File: src/hw/rtl/erv3_pkg.sv
// ----------------------------------------------------------------------------
// erv3_pkg
// Shared types, widths, register indexes and tables for the Euler rotation
// block: coordinate and coefficient types, the CORDIC arctangent table and the
// micro-program that turns sines and cosines into matrix coefficients.
// ----------------------------------------------------------------------------
`default_nettype none

package erv3_pkg;

    // Field and arithmetic widths
    localparam int ANGLE_BITS      = 16;
    localparam int COORD_BITS      = 18;
    localparam int COEF_FRAC_BITS  = 16;
    localparam int TRIG_ITERATIONS = 16;

    localparam int COEF_W    = COEF_FRAC_BITS + 2;
    localparam int OUT_W     = COORD_BITS + 1;
    localparam int TRIG_FRAC = 30;
    localparam int TRIG_W    = 32;
    localparam int TURN_W    = 32;
    localparam int ACC_W     = 2 * TRIG_W + 1;

    // CORDIC
    localparam int ATAN_COUNT   = 24;
    localparam int ATAN_IDX_W   = 5;
    localparam int CORDIC_STEPS = (TRIG_ITERATIONS < ATAN_COUNT) ? TRIG_ITERATIONS
                                                                  : ATAN_COUNT;
    localparam int ITER_W       = $clog2(CORDIC_STEPS);
    localparam logic signed [TRIG_W-1:0] CORDIC_GAIN = TRIG_W'(652032875);
    localparam logic signed [TRIG_W-1:0] TRIG_ONE    = TRIG_W'(1) << TRIG_FRAC;

    // Configuration register indexes
    localparam int CFG_IDX_W = 2;
    localparam logic [CFG_IDX_W-1:0] REG_YAW   = 2'd0;
    localparam logic [CFG_IDX_W-1:0] REG_PITCH = 2'd1;
    localparam logic [CFG_IDX_W-1:0] REG_ROLL  = 2'd2;

    typedef logic signed [COORD_BITS-1:0] coord_t;
    typedef logic signed [OUT_W-1:0]      ocoord_t;
    typedef logic signed [COEF_W-1:0]     coef_t;
    typedef coef_t [8:0]                  matrix_t;
    typedef logic signed [TRIG_W-1:0]     trig_t;
    typedef trig_t [5:0]                  trig_set_t;

    // Rebuild unit status seen by the top level
    typedef struct packed {
        logic pending;
        logic running;
    } rb_status_t;

    // Micro-program operand codes
    localparam int OPND_W = 4;
    localparam logic [OPND_W-1:0] OPND_CA   = 4'd0;
    localparam logic [OPND_W-1:0] OPND_SA   = 4'd1;
    localparam logic [OPND_W-1:0] OPND_CB   = 4'd2;
    localparam logic [OPND_W-1:0] OPND_SB   = 4'd3;
    localparam logic [OPND_W-1:0] OPND_CG   = 4'd4;
    localparam logic [OPND_W-1:0] OPND_SG   = 4'd5;
    localparam logic [OPND_W-1:0] OPND_CASB = 4'd6;
    localparam logic [OPND_W-1:0] OPND_SASB = 4'd7;
    localparam logic [OPND_W-1:0] OPND_ONE  = 4'd8;

    // Accumulator operations
    localparam logic [1:0] ACC_LOAD = 2'd0;
    localparam logic [1:0] ACC_ADD  = 2'd1;
    localparam logic [1:0] ACC_SUB  = 2'd2;
    localparam logic [1:0] ACC_NEG  = 2'd3;

    // Result destinations
    localparam logic [1:0] WR_NONE = 2'd0;
    localparam logic [1:0] WR_CASB = 2'd1;
    localparam logic [1:0] WR_SASB = 2'd2;
    localparam logic [1:0] WR_COEF = 2'd3;

    typedef struct packed {
        logic [OPND_W-1:0] opnd_a;
        logic [OPND_W-1:0] opnd_b;
        logic [1:0]        acc_op;
        logic [1:0]        wr_kind;
        logic [3:0]        wr_idx;
    } uop_t;

    localparam int UOP_COUNT = 15;
    localparam int STEP_W    = $clog2(UOP_COUNT);

    // Arctangent of 2^-i in 32-bit turn units
    function automatic trig_t atan_turn(input logic [ATAN_IDX_W-1:0] idx);
        trig_t a;
        begin
            unique case (idx)
                5'd0:    a = 32'h20000000;
                5'd1:    a = 32'h12E4051E;
                5'd2:    a = 32'h09FB385B;
                5'd3:    a = 32'h051111D4;
                5'd4:    a = 32'h028B0D43;
                5'd5:    a = 32'h0145D7E1;
                5'd6:    a = 32'h00A2F61E;
                5'd7:    a = 32'h00517C55;
                5'd8:    a = 32'h0028BE53;
                5'd9:    a = 32'h00145F2F;
                5'd10:   a = 32'h000A2F98;
                5'd11:   a = 32'h000517CC;
                5'd12:   a = 32'h00028BE6;
                5'd13:   a = 32'h000145F3;
                5'd14:   a = 32'h0000A2F9;
                5'd15:   a = 32'h0000517C;
                5'd16:   a = 32'h000028BE;
                5'd17:   a = 32'h0000145F;
                5'd18:   a = 32'h00000A2F;
                5'd19:   a = 32'h00000517;
                5'd20:   a = 32'h0000028B;
                5'd21:   a = 32'h00000145;
                5'd22:   a = 32'h000000A2;
                5'd23:   a = 32'h00000051;
                default: a = '0;
            endcase
            return a;
        end
    endfunction

    // Products and sums that build the matrix, one product per step
    function automatic uop_t uop(input logic [STEP_W-1:0] step);
        uop_t u;
        begin
            unique case (step)
                4'd0:    u = '{OPND_CA,   OPND_SB,  ACC_LOAD, WR_CASB, 4'd0};
                4'd1:    u = '{OPND_SA,   OPND_SB,  ACC_LOAD, WR_SASB, 4'd0};
                4'd2:    u = '{OPND_CA,   OPND_CB,  ACC_LOAD, WR_COEF, 4'd0};
                4'd3:    u = '{OPND_CASB, OPND_SG,  ACC_LOAD, WR_NONE, 4'd0};
                4'd4:    u = '{OPND_SA,   OPND_CG,  ACC_SUB,  WR_COEF, 4'd1};
                4'd5:    u = '{OPND_CASB, OPND_CG,  ACC_LOAD, WR_NONE, 4'd0};
                4'd6:    u = '{OPND_SA,   OPND_SG,  ACC_ADD,  WR_COEF, 4'd2};
                4'd7:    u = '{OPND_SA,   OPND_CB,  ACC_LOAD, WR_COEF, 4'd3};
                4'd8:    u = '{OPND_SASB, OPND_SG,  ACC_LOAD, WR_NONE, 4'd0};
                4'd9:    u = '{OPND_CA,   OPND_CG,  ACC_ADD,  WR_COEF, 4'd4};
                4'd10:   u = '{OPND_SASB, OPND_CG,  ACC_LOAD, WR_NONE, 4'd0};
                4'd11:   u = '{OPND_CA,   OPND_SG,  ACC_SUB,  WR_COEF, 4'd5};
                4'd12:   u = '{OPND_SB,   OPND_ONE, ACC_NEG,  WR_COEF, 4'd6};
                4'd13:   u = '{OPND_CB,   OPND_SG,  ACC_LOAD, WR_COEF, 4'd7};
                4'd14:   u = '{OPND_CB,   OPND_CG,  ACC_LOAD, WR_COEF, 4'd8};
                default: u = '{OPND_ONE,  OPND_ONE, ACC_LOAD, WR_NONE, 4'd0};
            endcase
            return u;
        end
    endfunction

endpackage

`default_nettype wire

File: src/hw/rtl/erv3_rebuild.sv
// ----------------------------------------------------------------------------
// erv3_rebuild
// Angle registers and matrix builder. An angle register write marks the matrix stale;
// a shared CORDIC then yields the three sine/cosine pairs, and one 32x32
// multiplier with an accumulator forms the nine Q1.16 coefficients.
// ----------------------------------------------------------------------------
`default_nettype none

module erv3_rebuild
(
    input  wire logic                              clk,
    input  wire logic                              rst_n,
    input  wire logic                              cfg_valid,
    output      logic                              cfg_ready,
    input  wire logic [erv3_pkg::CFG_IDX_W-1:0]    cfg_index,
    input  wire logic [erv3_pkg::ANGLE_BITS-1:0]   cfg_data,
    output      erv3_pkg::matrix_t                 matrix,
    output      erv3_pkg::rb_status_t              status
);

    // Sequencer states
    localparam logic [2:0] ST_IDLE  = 3'd0;
    localparam logic [2:0] ST_LOAD  = 3'd1;
    localparam logic [2:0] ST_ITER  = 3'd2;
    localparam logic [2:0] ST_STORE = 3'd3;
    localparam logic [2:0] ST_MUL   = 3'd4;
    localparam logic [2:0] ST_ACC   = 3'd5;
    localparam logic [2:0] ST_WRITE = 3'd6;

    // Angle being converted
    localparam logic [1:0] ANG_ROLL  = 2'd0;
    localparam logic [1:0] ANG_PITCH = 2'd1;
    localparam logic [1:0] ANG_YAW   = 2'd2;

    localparam int TRIG_W     = erv3_pkg::TRIG_W;
    localparam int ACC_W      = erv3_pkg::ACC_W;
    localparam int PROD_W     = 2 * TRIG_W;
    localparam int COEF_SHIFT = 2 * erv3_pkg::TRIG_FRAC - erv3_pkg::COEF_FRAC_BITS;
    localparam int COEF_W     = erv3_pkg::COEF_W;

    localparam logic signed [ACC_W-1:0] Q30_HALF  = ACC_W'(1) <<< (erv3_pkg::TRIG_FRAC - 1);
    localparam logic signed [ACC_W-1:0] COEF_HALF = ACC_W'(1) <<< (COEF_SHIFT - 1);
    localparam logic signed [ACC_W-1:0] SAT_HI    = ACC_W'((2 ** (COEF_W - 1)) - 1);
    localparam logic signed [ACC_W-1:0] SAT_LO    = -SAT_HI - ACC_W'(1);
    localparam logic [erv3_pkg::ITER_W-1:0] ITER_LAST =
        erv3_pkg::ITER_W'(erv3_pkg::CORDIC_STEPS - 1);
    localparam logic [erv3_pkg::STEP_W-1:0] STEP_LAST =
        erv3_pkg::STEP_W'(erv3_pkg::UOP_COUNT - 1);
    localparam erv3_pkg::coef_t COEF_ONE = erv3_pkg::coef_t'(1) <<< erv3_pkg::COEF_FRAC_BITS;

    logic [erv3_pkg::ANGLE_BITS-1:0] yaw_reg, pitch_reg, roll_reg;
    logic                            pending_reg, pending_next;
    logic [2:0]                      state_reg, state_next;
    logic [1:0]                      ang_sel_reg;
    logic [erv3_pkg::ITER_W-1:0]     iter_reg;
    logic [erv3_pkg::STEP_W-1:0]     step_reg;
    logic [1:0]                      quad_reg;
    logic signed [TRIG_W-1:0]        x_reg, y_reg, z_reg;
    logic signed [TRIG_W-1:0]        x_next, y_next, z_next;
    erv3_pkg::trig_set_t             trig_reg;
    logic signed [TRIG_W-1:0]        casb_reg, sasb_reg;
    logic signed [PROD_W-1:0]        prod_reg;
    logic signed [ACC_W-1:0]         acc_reg, acc_next;
    erv3_pkg::matrix_t               matrix_reg;

    logic                            cfg_write;
    logic                            cfg_hit;
    logic [erv3_pkg::ANGLE_BITS-1:0] angle_sel;
    logic [erv3_pkg::TURN_W-1:0]     turn;
    logic signed [TRIG_W-1:0]        dx, dy, atan_val;
    logic signed [TRIG_W-1:0]        cos_q, sin_q;
    logic signed [TRIG_W-1:0]        opnd_a, opnd_b;
    logic signed [PROD_W-1:0]        ext_prod;
    logic signed [ACC_W-1:0]         q30_rnd, coef_rnd, coef_sh;
    logic signed [TRIG_W-1:0]        q30_val;
    erv3_pkg::coef_t                 coef_val;
    erv3_pkg::uop_t                  cur_uop;
    logic [2:0]                      trig_idx;

    // Operand select for the shared multiplier
    function automatic logic signed [TRIG_W-1:0] pick(
        input logic [erv3_pkg::OPND_W-1:0] code,
        input erv3_pkg::trig_set_t         trig,
        input logic signed [TRIG_W-1:0]    casb,
        input logic signed [TRIG_W-1:0]    sasb
    );
        logic signed [TRIG_W-1:0] v;
        begin
            unique case (code)
                erv3_pkg::OPND_CA:   v = trig[0];
                erv3_pkg::OPND_SA:   v = trig[1];
                erv3_pkg::OPND_CB:   v = trig[2];
                erv3_pkg::OPND_SB:   v = trig[3];
                erv3_pkg::OPND_CG:   v = trig[4];
                erv3_pkg::OPND_SG:   v = trig[5];
                erv3_pkg::OPND_CASB: v = casb;
                erv3_pkg::OPND_SASB: v = sasb;
                default:             v = erv3_pkg::TRIG_ONE;
            endcase
            return v;
        end
    endfunction

    assign cfg_ready = 1'b1;
    assign cfg_write = cfg_valid && cfg_ready;
    assign cfg_hit   = (cfg_index == erv3_pkg::REG_YAW) || (cfg_index == erv3_pkg::REG_PITCH)
                    || (cfg_index == erv3_pkg::REG_ROLL);

    assign matrix         = matrix_reg;
    assign status.pending = pending_reg;
    assign status.running = (state_reg != ST_IDLE);

    // Angle registers
    always_ff @(posedge clk or negedge rst_n)
    begin
        if (!rst_n)
        begin
            yaw_reg   <= '0;
            pitch_reg <= '0;
            roll_reg  <= '0;
        end
        else if (cfg_write)
        begin
            unique case (cfg_index)
                erv3_pkg::REG_YAW:   yaw_reg   <= cfg_data;
                erv3_pkg::REG_PITCH: pitch_reg <= cfg_data;
                erv3_pkg::REG_ROLL:  roll_reg  <= cfg_data;
                default:             ;
            endcase
        end
    end

    // Angle for the current CORDIC pass, scaled to a 32-bit turn
    always_comb
    begin
        unique case (ang_sel_reg)
            ANG_PITCH: angle_sel = pitch_reg;
            ANG_YAW:   angle_sel = yaw_reg;
            default:   angle_sel = roll_reg;
        endcase
        turn = erv3_pkg::TURN_W'(angle_sel) << (erv3_pkg::TURN_W - erv3_pkg::ANGLE_BITS);
    end

    // One CORDIC rotation step
    always_comb
    begin
        dx       = y_reg >>> iter_reg;
        dy       = x_reg >>> iter_reg;
        atan_val = erv3_pkg::atan_turn(erv3_pkg::ATAN_IDX_W'(iter_reg));
        if (!z_reg[TRIG_W-1])
        begin
            x_next = x_reg - dx;
            y_next = y_reg + dy;
            z_next = z_reg - atan_val;
        end
        else
        begin
            x_next = x_reg + dx;
            y_next = y_reg - dy;
            z_next = z_reg + atan_val;
        end
    end

    // Quadrant fold of the CORDIC result
    always_comb
    begin
        unique case (quad_reg)
            2'd0:    begin cos_q = x_reg;  sin_q = y_reg;  end
            2'd1:    begin cos_q = -y_reg; sin_q = x_reg;  end
            2'd2:    begin cos_q = -x_reg; sin_q = -y_reg; end
            default: begin cos_q = y_reg;  sin_q = -x_reg; end
        endcase
        trig_idx = {1'b0, ang_sel_reg} << 1;
    end

    // Multiply-accumulate and rounding
    always_comb
    begin
        cur_uop  = erv3_pkg::uop(step_reg);
        opnd_a   = pick(cur_uop.opnd_a, trig_reg, casb_reg, sasb_reg);
        opnd_b   = pick(cur_uop.opnd_b, trig_reg, casb_reg, sasb_reg);
        ext_prod = prod_reg;
        unique case (cur_uop.acc_op)
            erv3_pkg::ACC_ADD: acc_next = acc_reg + {ext_prod[PROD_W-1], ext_prod};
            erv3_pkg::ACC_SUB: acc_next = acc_reg - {ext_prod[PROD_W-1], ext_prod};
            erv3_pkg::ACC_NEG: acc_next = -{ext_prod[PROD_W-1], ext_prod};
            default:           acc_next = {ext_prod[PROD_W-1], ext_prod};
        endcase

        q30_rnd  = (acc_reg + Q30_HALF) >>> erv3_pkg::TRIG_FRAC;
        q30_val  = q30_rnd[TRIG_W-1:0];
        coef_rnd = acc_reg + COEF_HALF;
        coef_sh  = coef_rnd >>> COEF_SHIFT;
        if (coef_sh > SAT_HI)
            coef_val = SAT_HI[COEF_W-1:0];
        else if (coef_sh < SAT_LO)
            coef_val = SAT_LO[COEF_W-1:0];
        else
            coef_val = coef_sh[COEF_W-1:0];
    end

    // Sequencer
    always_comb
    begin
        state_next   = state_reg;
        pending_next = pending_reg;
        unique case (state_reg)
            ST_IDLE:
            begin
                if (pending_reg)
                begin
                    pending_next = 1'b0;
                    state_next   = ST_LOAD;
                end
            end
            ST_LOAD:  state_next = ST_ITER;
            ST_ITER:
            begin
                if (iter_reg == ITER_LAST)
                    state_next = ST_STORE;
            end
            ST_STORE: state_next = (ang_sel_reg == ANG_YAW) ? ST_MUL : ST_LOAD;
            ST_MUL:   state_next = ST_ACC;
            ST_ACC:
            begin
                if (cur_uop.wr_kind != erv3_pkg::WR_NONE)
                    state_next = ST_WRITE;
                else
                    state_next = ST_MUL;
            end
            ST_WRITE: state_next = (step_reg == STEP_LAST) ? ST_IDLE : ST_MUL;
            default:  state_next = ST_IDLE;
        endcase
        // a write to an angle register marks a new build pending
        if (cfg_write && cfg_hit)
            pending_next = 1'b1;
    end

    always_ff @(posedge clk or negedge rst_n)
    begin
        if (!rst_n)
        begin
            state_reg   <= ST_IDLE;
            pending_reg <= 1'b0;
            ang_sel_reg <= ANG_ROLL;
            iter_reg    <= '0;
            step_reg    <= '0;
            for (int k = 0; k < 9; k++)
                matrix_reg[k] <= (k % 4 == 0) ? COEF_ONE : '0;
        end
        else
        begin
            state_reg   <= state_next;
            pending_reg <= pending_next;
            unique case (state_reg)
                ST_IDLE:
                begin
                    ang_sel_reg <= ANG_ROLL;
                    step_reg    <= '0;
                end
                ST_LOAD:  iter_reg <= '0;
                ST_ITER:  iter_reg <= iter_reg + 1'b1;
                ST_STORE: ang_sel_reg <= ang_sel_reg + 1'b1;
                ST_ACC:
                begin
                    if (cur_uop.wr_kind == erv3_pkg::WR_NONE)
                        step_reg <= step_reg + 1'b1;
                end
                ST_WRITE:
                begin
                    step_reg <= step_reg + 1'b1;
                    if (cur_uop.wr_kind == erv3_pkg::WR_COEF)
                        matrix_reg[cur_uop.wr_idx] <= coef_val;
                end
                default: ;
            endcase
        end
    end

    // CORDIC and multiplier datapath
    always_ff @(posedge clk)
    begin
        unique case (state_reg)
            ST_LOAD:
            begin
                x_reg    <= erv3_pkg::CORDIC_GAIN;
                y_reg    <= '0;
                z_reg    <= {2'b00, turn[erv3_pkg::TURN_W-3:0]};
                quad_reg <= turn[erv3_pkg::TURN_W-1 -: 2];
            end
            ST_ITER:
            begin
                x_reg <= x_next;
                y_reg <= y_next;
                z_reg <= z_next;
            end
            ST_STORE:
            begin
                trig_reg[trig_idx]        <= cos_q;
                trig_reg[trig_idx + 3'd1] <= sin_q;
            end
            ST_MUL:   prod_reg <= opnd_a * opnd_b;
            ST_ACC:   acc_reg  <= acc_next;
            ST_WRITE:
            begin
                if (cur_uop.wr_kind == erv3_pkg::WR_CASB)
                    casb_reg <= q30_val;
                if (cur_uop.wr_kind == erv3_pkg::WR_SASB)
                    sasb_reg <= q30_val;
            end
            default: ;
        endcase
    end

endmodule

`default_nettype wire

File: config.mk
export PLATFORM = sky130hd
export DESIGN_NAME = erv3_rebuild
export DESIGN_NICKNAME = d
export VERILOG_FILES = /design/src/hw/rtl/erv3_pkg.sv /design/src/hw/rtl/erv3_rebuild.sv
export SDC_FILE = /design/constraint.sdc
export NUM_CORES = 2
export LEC_CHECK = 0
export BUFFER_PORTS_ARGS = -buffer_cell sky130_fd_sc_hd__buf_4
export CAP_MARGIN = 20
export CORE_MARGIN = 2
export CORE_UTILIZATION = 35
export CTS_BUF_LIST = sky130_fd_sc_hd__clkbuf_4 sky130_fd_sc_hd__clkbuf_8
export DETAILED_ROUTE_END_ITERATION = 12
export HOLD_SLACK_MARGIN = 0.05
export SLEW_MARGIN = 20
export SYNTH_ARGS = -nofsm -noshare
export SYNTH_HDL_FRONTEND = slang
export SYNTH_SLANG_ARGS = --single-unit
File: constraint.sdc
create_clock -name clk -period 21.2 [get_ports clk]
set_input_delay 2.12 -clock clk [delete_from_list [all_inputs] [get_ports clk]]
set_output_delay 2.12 -clock clk [all_outputs]
set_load 0.01 [all_outputs]
==> metrics.yaml <==
yosys:
  synth_area_per_cell_um2: 9.25
  syn_nets: 10600
  synthDistinctLibCells: 85
  syn_area_mm2: 0.0843
  ys.flop_type: "edfxtp_1"
  yosysSeqAreaShare_pct: 23.9
  synth_edf_count: 483
  yosysWarnings: 0
  netlist_instances: 9104
  synth_seq_cells: 707
  synthArstFlopShare_pct: 31.7
sta:
  tightestPinTransition_ns: 1.19
  setup_tns_ns: 0
  min_period_over_period_pct: 59.9
  hold_violations: 0
  finalSetupViolCount: 0
  slew_headroom_pct: 20.5
  finalMaxSlewViolations: 0
  final.setup_skew_ns: 0.0521
  fmax_mhz: 78.7
  rsz0062_at_grt: "false"
  finalCriticalPeriod_ns: 12.71
global_route:
  antenna_found_initial: 9
  grt_max_degree: 101
  grt_usage_pct: 22.5
  grt_pass1_wl_mm: 423
  grt_pass1_vias: 70400
  overflow: 0
setup_path:
  criticalPathCategory: "reg2reg"
  worstSetupEndpointType: "register"
  critPathMaxStageDelay_ns: 1.04
  crit_path_frequent_cell: "fa_1"
  crit_buf_inv: 5
  cp_slowest_cell: "dfrtp_1"
  path_delay_family: "adder cells"
  worstPathRequired_ns: 21.88
  arrival_ns: 13.39
  crit_fanout: 28
  crit_path_start: "step_reg[3]"
  timing.rr.start: "step_reg[3]"
  start_kind: "register"
route:
  drt-wirelength-per-cell_um: 22.2
  drt.antenna.violating_nets: 0
  dr.first_iter.drc_count: 6181
  viasPerCell: 5.48
  routed_wl_mm: 274
  dr_total_vias: 67800
  route.detailed.drc: 0
  dr.pass1.iters: 6
cts:
  h-tree-depth: 4
  clockRootBuffer: "clkbuf_8"
  post_cts_buffers: 0
  cts_tree: "built"
  clkSinkCount: 707
  cts_resized: 0
  clk_latency_ns: 0.95
  clockBufferDepth: 3
  postCtsHoldBufs: 0
  cts_made_buffers: 136
  clk_pin_slew_ns: 0.06
outcome:
  status: "finished, final reports clean"
floorplanning:
  die_w_um: 495
  initial_core_util_pct: 35.1
  coreArea_mm2: 0.240
  dieArea_mm2: 0.245
  row_count: 180
  io_pins: 186
  dieHeight_um: 495
min_path:
  hold_path.class: "reg2reg"
  min-delay-start: "matrix[113]"
job:
  maxCapViolations: 0
cells_and_area:
  seqCellArea_mm2: 0.0201
  fillCellCount: 23900
  multi_input_area_mm2: 0.0582
  fin_nets: 10600
  synthToLayoutAreaGrowth_pct: 9.66
  drive_gt1_share_pct: 9.67
  largest_reg_flops: 192
place:
  io_buffers: 184
  gp_congestion: 0.931
  dpl.hpwl_mm: 205
## worst register-to-register path, delay by kind of cell (launching register included)
kind                     cells  cell delay [ns]
buffers and inverters        5             0.91
flip-flops                   1             1.04
AND/OR/NAND/NOR              7             2.77
AO/OA/AOI/OAI               11             3.57
adder cells (fa/ha/maj)      9             4.04
XOR/XNOR                     1             0.13
## placed cells by master, fill, tap and decap left out, types with 59 or more instances in the layout
cell / netlist / layout
nor2_1: 985 / 977
nor3_1: 85 / 83
mux4_2: 107 / 107
a21o_1: 142 / 141
dfrtp_1: 221 / 217
fa_1: 1087 / 1087
nor2b_1: 121 / 120
o21a_1: 61 / 61
ha_1: 427 / 427
a21oi_1: 559 / 552
xnor2_1: 252 / 252
inv_1: 1202 / 1200
mux2_2: 77 / 77
and3_1: 62 / 59
mux2i_1: 93 / 93
and2_1: 90 / 88
clkbuf_8: 0 / 143
o21ai_0: 386 / 385
nand2_1: 1082 / 1080
nand3_1: 100 / 100
buf_4: 2 / 348
xor2_1: 150 / 150
edfxtp_1: 483 / 483
## final cells by class
class                   instances  share of cell area, %
multi-input cells            6682                   63.0
flip-flops and latches        707                   21.8
inverters                    1208                   4.91
well taps                    3185                   4.31
repair buffers                349                   2.84
clock buffers                 189                   2.50
clock inverters                58                  0.689
diodes                          4                 0.0108
## routing by layer
layer  vias to the layer above  track usage [%]  wire length (um)
met5                         -                0                13
met4                         2             11.4             15700
met3                       659             4.72             23800
met2                      2920             36.0            125000
met1                     34100             28.6            110000
li1                      30100                -                 -
## cells in the mapped netlist (52+ instances only)
cell,count,area share (%)
inv_1,1202,5.4
fa_1,1087,26
nand2_1,1082,4.8
nor2_1,985,4.4
a21oi_1,559,3.3
edfxtp_1,483,17
clkbuf_1,448,2.0
ha_1,427,6.3
o21ai_0,386,2.3
xnor2_1,252,2.6
dfrtp_1,221,6.6
xor2_1,150,1.6
a21o_1,142,1.3
nor2b_1,121,0.90
mux4_2,107,2.9
nand3_1,100,0.59
mux2i_1,93,1.1
and2_1,90,0.67
nor3_1,85,0.50
mux2_2,77,1.0
and3_1,62,0.46
o21a_1,61,0.54
a31oi_1,56,0.42
nand2b_1,56,0.42
a211oi_1,55,0.49
nand4_1,52,0.39
## path summary, 6_finish.rpt
kind / end / slack, ns / cells after the start
max: ext_prod[42] / 8.49 / 33
min: matrix[113] / 0.49 / 2
max reg2reg: ext_prod[42] / 8.49 / 33
min reg2reg: matrix[113] / 0.49 / 2
max in group asynchronous: matrix[140] / 17.79 / 3
min in group asynchronous: matrix[76] / 1.25 / 1
## cells by family (layout without fill, tap and decap cells)
kind of cell,count (synthesis),in the layout,synth area share (%)
AOI/OAI and AO/OA,1696,1696,12.6
DFF,707,707,23.9
other,1,5,0.00445
adders and majority gates,1514,1514,32.2
and+or+nand+nor,2792,2792,14.5
buffers and inverters,1715,1804,7.67
xor gates and xnor gates,402,402,4.18
muxes,277,277,4.99
## per-stage QoR
stage	hold slack (ns)	utilization [%]	instance area [um2]	std cells	worst slack, ns
after CTS	0.488	38.5	92400	12400	8.71
after detailed placement	0.473	37.3	89400	12100	8.72
after global placement	0.464	37.3	89400	12100	9.01
after floorplan	0.474	-	84300	9104	10.35
after global routing	0.506	38.5	92400	12400	7.84
final	0.487	38.5	92400	12400	8.49
Power is not shown: default switching activity piles up to over one toggle a cycle in this logic, so the estimate is an artifact.
